File: config.mk
export PLATFORM = sky130hd
export DESIGN_NAME = msc_div
export DESIGN_NICKNAME = d
export VERILOG_FILES = /design/src/rtl/core/mips_subset_cpu_step_macros.svh /design/src/rtl/core/msc_pkg.sv /design/src/rtl/core/msc_div.sv
export SDC_FILE = /design/constraint.sdc
export NUM_CORES = 1
export LEC_CHECK = 0
export BUFFER_PORTS_ARGS = -buffer_cell sky130_fd_sc_hd__buf_2
export CAP_MARGIN = 10
export CORE_AREA = 3 3 115 117
export DETAILED_ROUTE_END_ITERATION = 12
export DIE_AREA = 0 0 118 120
export PLACE_DENSITY = 0.89
export SYNTH_ARGS = -nofsm -noshare
export SYNTH_HDL_FRONTEND = slang
export SYNTH_SLANG_ARGS = --single-unit
File: constraint.sdc
create_clock -name clock -period 12.5 [get_ports clock]
set_input_delay 1.25 -clock clock [delete_from_list [all_inputs] [get_ports clock]]
set_output_delay 1.25 -clock clock [all_outputs]
set_load 0.1 [all_outputs]
File: src/rtl/core/mips_subset_cpu_step_macros.svh
// assertion helpers for the cpu step block
`ifndef MIPS_SUBSET_CPU_STEP_MACROS_SVH
`define MIPS_SUBSET_CPU_STEP_MACROS_SVH
`ifndef SYNTHESIS
`define MSC_ASSERT_IMPL(label, clk, rst, prop) \
   label: assert property (@(posedge clk) disable iff (rst) prop) \
      else $error("assertion failed");
`define MSC_ASSERT_NORST(label, clk, prop) \
   label: assert property (@(posedge clk) prop) else $error("assertion failed");
`else
`define MSC_ASSERT_IMPL(label, clk, rst, prop)
`define MSC_ASSERT_NORST(label, clk, prop)
`endif
`endif

File: src/rtl/core/msc_pkg.sv
package msc_pkg;
   localparam int DataW = 32;
   localparam int PcW = 10;
   // byte memory size, a power of two so that addresses wrap by truncation
   localparam int MemBytes = 1024;

   typedef enum logic [1:0] {
      CMD_WR_MEM  = 2'd0,
      CMD_WR_REG  = 2'd1,
      CMD_EXEC    = 2'd2,
      CMD_RD_REG  = 2'd3
   } cmd_type;

   typedef enum logic [1:0] {
      FAULT_NONE   = 2'd0,
      FAULT_OPCODE = 2'd1,
      FAULT_FUNCT  = 2'd2,
      FAULT_DIV0   = 2'd3
   } fault_type;

   localparam logic [5:0] OP_RTYPE = 6'b000000;
   localparam logic [5:0] OP_J     = 6'b000010;
   localparam logic [5:0] OP_BEQ   = 6'b000100;
   localparam logic [5:0] OP_LW    = 6'b100011;
   localparam logic [5:0] OP_SW    = 6'b101011;
   localparam logic [5:0] FN_ADD   = 6'b100000;
   localparam logic [5:0] FN_SUB   = 6'b100010;
   localparam logic [5:0] FN_SRL   = 6'b000010;
   localparam logic [5:0] FN_MUL   = 6'b011000;
   localparam logic [5:0] FN_DIV   = 6'b011010;

   typedef struct packed {
      logic start;
      logic [DataW-1:0] dividend;
      logic [DataW-1:0] divisor;
   } div_req_type;

   typedef struct packed {
      logic done;
      logic [DataW-1:0] quotient;
   } div_rsp_type;
endpackage

File: src/rtl/core/msc_div.sv
module msc_div import msc_pkg::*; (
   input  logic        clock,
   input  logic        reset,
   input  div_req_type req,
   output div_rsp_type rsp
);
   logic [DataW-1:0] quo_ff, quo_in, rem_ff, rem_in, den_ff, den_in;
   logic [5:0]       cnt_ff, cnt_in;
   logic             busy_ff, busy_in, neg_ff, neg_in, done_ff, done_in;
   logic [DataW:0]   trial;
   logic [DataW-1:0] shifted;

   always_comb begin
      quo_in = quo_ff;
      rem_in = rem_ff;
      den_in = den_ff;
      cnt_in = cnt_ff;
      busy_in = busy_ff;
      neg_in = neg_ff;
      done_in = 1'b0;
      shifted = {rem_ff[DataW-2:0], quo_ff[DataW-1]};
      trial = {1'b0, shifted} - {1'b0, den_ff};
      if (req.start) begin
         quo_in = req.dividend[DataW-1] ? 32'd0 - req.dividend : req.dividend;
         den_in = req.divisor[DataW-1] ? 32'd0 - req.divisor : req.divisor;
         rem_in = '0;
         cnt_in = '0;
         neg_in = req.dividend[DataW-1] ^ req.divisor[DataW-1];
         busy_in = 1'b1;
      end else if (busy_ff) begin
         // one quotient bit per cycle, restoring
         if (rem_ff[DataW-1] || !trial[DataW]) begin
            rem_in = trial[DataW-1:0];
            quo_in = {quo_ff[DataW-2:0], 1'b1};
         end else begin
            rem_in = shifted;
            quo_in = {quo_ff[DataW-2:0], 1'b0};
         end
         cnt_in = cnt_ff + 6'd1;
         if (cnt_ff == 6'd31) begin
            busy_in = 1'b0;
            done_in = 1'b1;
         end
      end
   end

   always_ff @(posedge clock) begin
      if (reset) begin
         busy_ff <= 1'b0;
         done_ff <= 1'b0;
      end else begin
         busy_ff <= busy_in;
         done_ff <= done_in;
      end
      quo_ff <= quo_in;
      rem_ff <= rem_in;
      den_ff <= den_in;
      cnt_ff <= cnt_in;
      neg_ff <= neg_in;
   end

   assign rsp.done = done_ff;
   assign rsp.quotient = neg_ff ? 32'd0 - quo_ff : quo_ff;
endmodule

[Word level (Yosys, flattened, before mapping)]
Index checks and enable logic that the tools add are counted.
Cells by class
  $add $sub $neg: 5
  $mul: 0
  div/mod/pow operators: 0
  order comparisons: 0
  eq/ne operators: 1
  shift operators: 0
  mux-type cells: 11
  bitwise operators: 2
  reductions and logical operators: 4
Operators by type and width (count)
  two-way mux 32 bit: 5
  subtractor 1 x 32 -> 32 bit, first input constant: 3
  subtractor 32 x 32 -> 33 bit: 1
  two-way mux 31 bit: 1
  adder 6 x 1 -> 6 bit, second input constant: 1
  equality test 6 x 5 -> 1 bit, second input constant: 1
  two-way mux 1 bit: 5
  OR reduction 3 bit: 1
  nonzero test 2 bit: 1
  logical NOT 1 bit: 1
  logical OR 1 bit: 1
  inverter 1 bit: 1
  bitwise XOR 1 bit: 1
Storage, ports and cells
  register bits: 105
  latch bits: 0
  RAM bits: 0
  ROM bits: 0
  bits of input ports: 67
  output and inout port bits: 33
  logic and storage cells: 31
  memories kept: 0

[Longest topological paths before layout]
  depth in word-level cells: 6
  depth in mapped cells: 14
  depth with buffers taken out: 12

[Worst setup path after synthesis]
Ideal clock, no wire load.
  kind: register to output
  from: reg quo_ff[5]
  to: out rsp[29] in the netlist's numbering
  data arrival time: 4.425 ns
  required time: 11.250 ns
  slack: 6.825 ns
  stages on the path, launching flop included: 10
  path buffers: 0
  path through: edfxtp_1 > or4_4 > nand4bb_1 > or4_1 > or4_4 > or4_4 > or4_4 > or4_4 > o41ai_2 > xnor2_1
RTL lines
  start: declaration: RTL line msc_div.sv:7  | logic [DataW-1:0] quo_ff, quo_in, rem_ff, rem_in, den_ff, den_in;
  start signal: assignment: RTL line msc_div.sv:55  | quo_ff <= quo_in;
  end: declaration: RTL line msc_div.sv:5  | output div_rsp_type rsp

==> flow_summary.json <==
{
  "outcome": "finished clean",
  "grt_usage_pct": 24.3,
  "max-vdd-ir-drop_v": 0.0000688,
  "ios": 100,
  "min_path_type": "register to register",
  "diodes": 0,
  "grt.busiest_layer": "met2",
  "fillers": 998,
  "drt_pass1_iterations": 5,
  "synth.area.mux_share_pct": 0.258,
  "worstSetupStartpoint": "quo_ff[4]$_DFFE_PP_",
  "r2r_setup_slack_ns": 8.61,
  "start_util_pct": 62.2,
  "critPathMostFrequentCell": "or4_4",
  "cp_max_fo": 4,
  "min_period_over_period_pct": 47.4,
  "fin_cells": 1163,
  "drcViolationCount": 0,
  "avgSynthCellArea_um2": 8.44,
  "maxSlewHeadroom_pct": 28.6,
  "hold_path_end": "rem_ff[31]$_SDFFE_PP0P_",
  "ys_warn_count": 0,
  "rsz0062_at_grt": "false",
  "cp.required_ns": 11.25,
  "placed_cell_area_um2": 8320,
  "final_cell_mix": "nand2_1 (117), buf_2 (98), nor2_1 (85)",
  "syn_nets": 1023,
  "use_met2_pct": 40.9,
  "worst_pin_slew_ns": 1.07,
  "critPathKind": "register to primary output",
  "drive_gt1_share_pct": 13.3,
  "clock_sinks": 105,
  "ys_ff_latch": 105,
  "leakage_uw": 0.00341,
  "ys_seq_area_share_pct": 35.5,
  "io_buffers": 99,
  "num_rows": 41,
  "synth_edf_count": 65,
  "syn_area_um2": 7760,
  "synth-compound-area-share_pct": 19.4,
  "cts_hold_buffers": 0,
  "clk_latency_ns": 0.36,
  "vias": 6957,
  "slowest_delay_ns": 0.55,
  "layout_commonest_cell": "nand2_1",
  "r2r_end": "rem_ff[1]$_SDFFE_PP0P_",
  "synth.distinct_cells": 59,
  "wl_per_cell_um": 15.1,
  "crit_path_start_kind": "register",
  "skew_ns": 0.0111,
  "hold_depth": 2,
  "nNetsFinal": 1090,
  "gpl.final_weighted_congestion": 0.948,
  "cp.arrival_ns": 4.67,
  "cts_setup_buffers": 0,
  "routed_via_density": 5.98,
  "coreArea_um2": 12500,
  "cp-end-kind": "primary output",
  "dp.cells": 1147,
  "synthAdderAreaFrac_pct": 6.07,
  "die_x_um": 118,
  "finalHoldViolCount": 0,
  "antenna_found_initial": 0,
  "ctsResizeCount": 0,
  "finish.instance_area_um2": 8610,
  "grtUsageMet3_pct": 2.64,
  "synth_xor_xnor_area_share_pct": 13.7,
  "p_per_area_nw_per_um2": 139,
  "clock_path_buffers": 2,
  "cp_num_buf_inv": 1,
  "area_delta_synth_final_pct": 11.0,
  "drt_iter0_drc": 638,
  "clk_pin_slew_worst_paths_ns": 0.08,
  "async_flop_share_pct": 0,
  "finalWorstPathRequiredPeriod_ns": 5.92,
  "slew_viol_final": 0,
  "cts_root_buffer": "clkbuf_16",
  "r2r-start": "quo_ff[31]$_DFFE_PP_",
  "grt_pass1_wl_um": 28700,
  "grt_pass1_vias": 6175,
  "worstHoldStart": "rem_ff[31]$_SDFFE_PP0P_",
  "cts_buffers": 9,
  "cts_htree_levels": 3,
  "ys.flop_type": "edfxtp_1",
  "max_freq_ghz": 0.169,
  "synth-simple-area-share_pct": 20.5,
  "crit_family": "simple AND/OR/NAND/NOR gates",
  "tritoncts": "built",
  "cap_viol_max_count": 0,
  "drt-total-wl_um": 17600,
  "grt_max_degree": 101,
  "r2r_cells": 13,
  "setup_viol": 0,
  "chipHeight_um": 120,
  "dp.final_hpwl_um": 12900,
  "grt-ovfl-total": 0,
  "dieArea_um2": 14200,
  "postSynthCellCount": 919,
  "crit_chain": "or4_4 > nand4bb_1 > or4_1 > or4_4 > or4_4 > or4_4 > or4_4 > o41ai_2 > xnor2_1 > buf_2",
  "route.antenna.remaining_nets": 0,
  "finalSetupTns_ns": 0,
  "grtUsageMet1_pct": 32.5,
  "synth_top_family_by_area": "simple AND/OR/NAND/NOR gates",
  "crit_path_top_delay_cell": "or4_4"
}
## how the worst max path moves through the flow
stage              end  cells past startpoint
2_1_floorplan  rsp[29]                      9
4_1_cts        rsp[29]                     10
5_1_grt        rsp[29]                     10
3_3_place_gp   rsp[29]                     10
6_report       rsp[29]                     10
3_5_place_dp   rsp[29]                     10
## state kept, by name (all words and copies together) (netlist names)
register and cells:
done_ff 1, rem_ff 32, neg_ff 1, den_ff 32
cnt_ff 6, busy_ff 1, quo_ff 32
## stage by stage
stage	power [uW]	util [%]	setup WS (ns)	hold slack (ns)
detailed placement	914	66.7	6.96	0.474
global placement	905	66.7	7.01	0.461
floorplan	822	-	6.83	0.437
CTS	1200	69.1	6.57	0.490
finish	1200	69.1	6.58	0.492
global route	1260	69.1	6.43	0.514
## per-layer routing
layer / part of all wire [%] / vias up / wire (um)
li1: - / 3463 / -
met1: 45 / 3196 / 7920
met2: 46 / 267 / 8150
met3: 6.4 / 31 / 1120
met4: 2.2 / 0 / 389
met5: 0 / - / 0
## worst register-to-register path: cells and delay by family, from the launching register on
| kind | cells | cell delay, ns |
|---|---|---|
| buffers and inverters | 2 | 0.47 |
| AOI/OAI and AO/OA | 3 | 0.93 |
| adders and majority gates | 2 | 0.42 |
| DFF | 1 | 0.51 |
| and+or+nand+nor | 6 | 1.46 |
## cell families after synthesis
group / Yosys count
compound gates: 231
xor+xnor: 121
fa+ha+maj: 37
buf+inv: 94
flops: 105
mux: 2
simple gates: 329
## synthesized netlist by cell type, drive strengths merged, types with 3 or more instances
| cell | number | share of area (%) |
|---|---|---|
| nor2b | 7 | 0.56 |
| nor2 | 85 | 4.1 |
| a211oi | 3 | 0.29 |
| clkbuf | 40 | 1.9 |
| and2 | 4 | 0.32 |
| xnor2 | 77 | 8.7 |
| a21o | 11 | 1.1 |
| nand3 | 26 | 1.7 |
| buf | 7 | 0.44 |
| or4 | 19 | 2.1 |
| or3 | 10 | 0.81 |
| nor4 | 8 | 0.84 |
| o21a | 5 | 0.48 |
| inv | 47 | 2.3 |
| nand4 | 9 | 0.73 |
| nor3b | 3 | 0.29 |
| nand2 | 117 | 5.7 |
| a21oi | 64 | 4.1 |
| xor2 | 44 | 5.0 |
| a31oi | 8 | 0.65 |
| nand2b | 7 | 0.56 |
| ha | 36 | 5.8 |
| edfxtp | 65 | 25 |
| a311oi | 23 | 2.6 |
| nor3 | 14 | 0.90 |
| dfxtp | 40 | 10 |
| and3 | 7 | 0.56 |
| o41ai | 11 | 1.3 |
| a21boi | 3 | 0.29 |
| o211ai | 5 | 0.48 |
| nor4b | 4 | 0.45 |
| o21bai | 3 | 0.29 |
| o31ai | 27 | 2.7 |
| o21ai | 54 | 3.5 |
## where the power goes
part | total [uW] | internal (uW) | switching [uW] | leakage (uW)
clock | 288 | 156 | 133 | 0.000147
combinational | 471 | 133 | 338 | 0.00229
sequential | 441 | 408 | 33.4 | 0.000965
total | 1200 | 696 | 505 | 0.00341
## cell type report
| class | instances | area (um^2) | share of cell area [%] |
|---|---|---|---|
| Clock inverter | 7 | 70.1 | 0.814 |
| Sequential cell | 105 | 2750 | 32.0 |
| Inverter | 47 | 176 | 2.05 |
| Timing Repair Buffer | 103 | 528 | 6.13 |
| Multi-Input combinational cell | 720 | 4640 | 53.9 |
| Tap cell | 172 | 215 | 2.50 |
| Clock buffer | 9 | 225 | 2.62 |
Power figures use the tool's default switching activity.
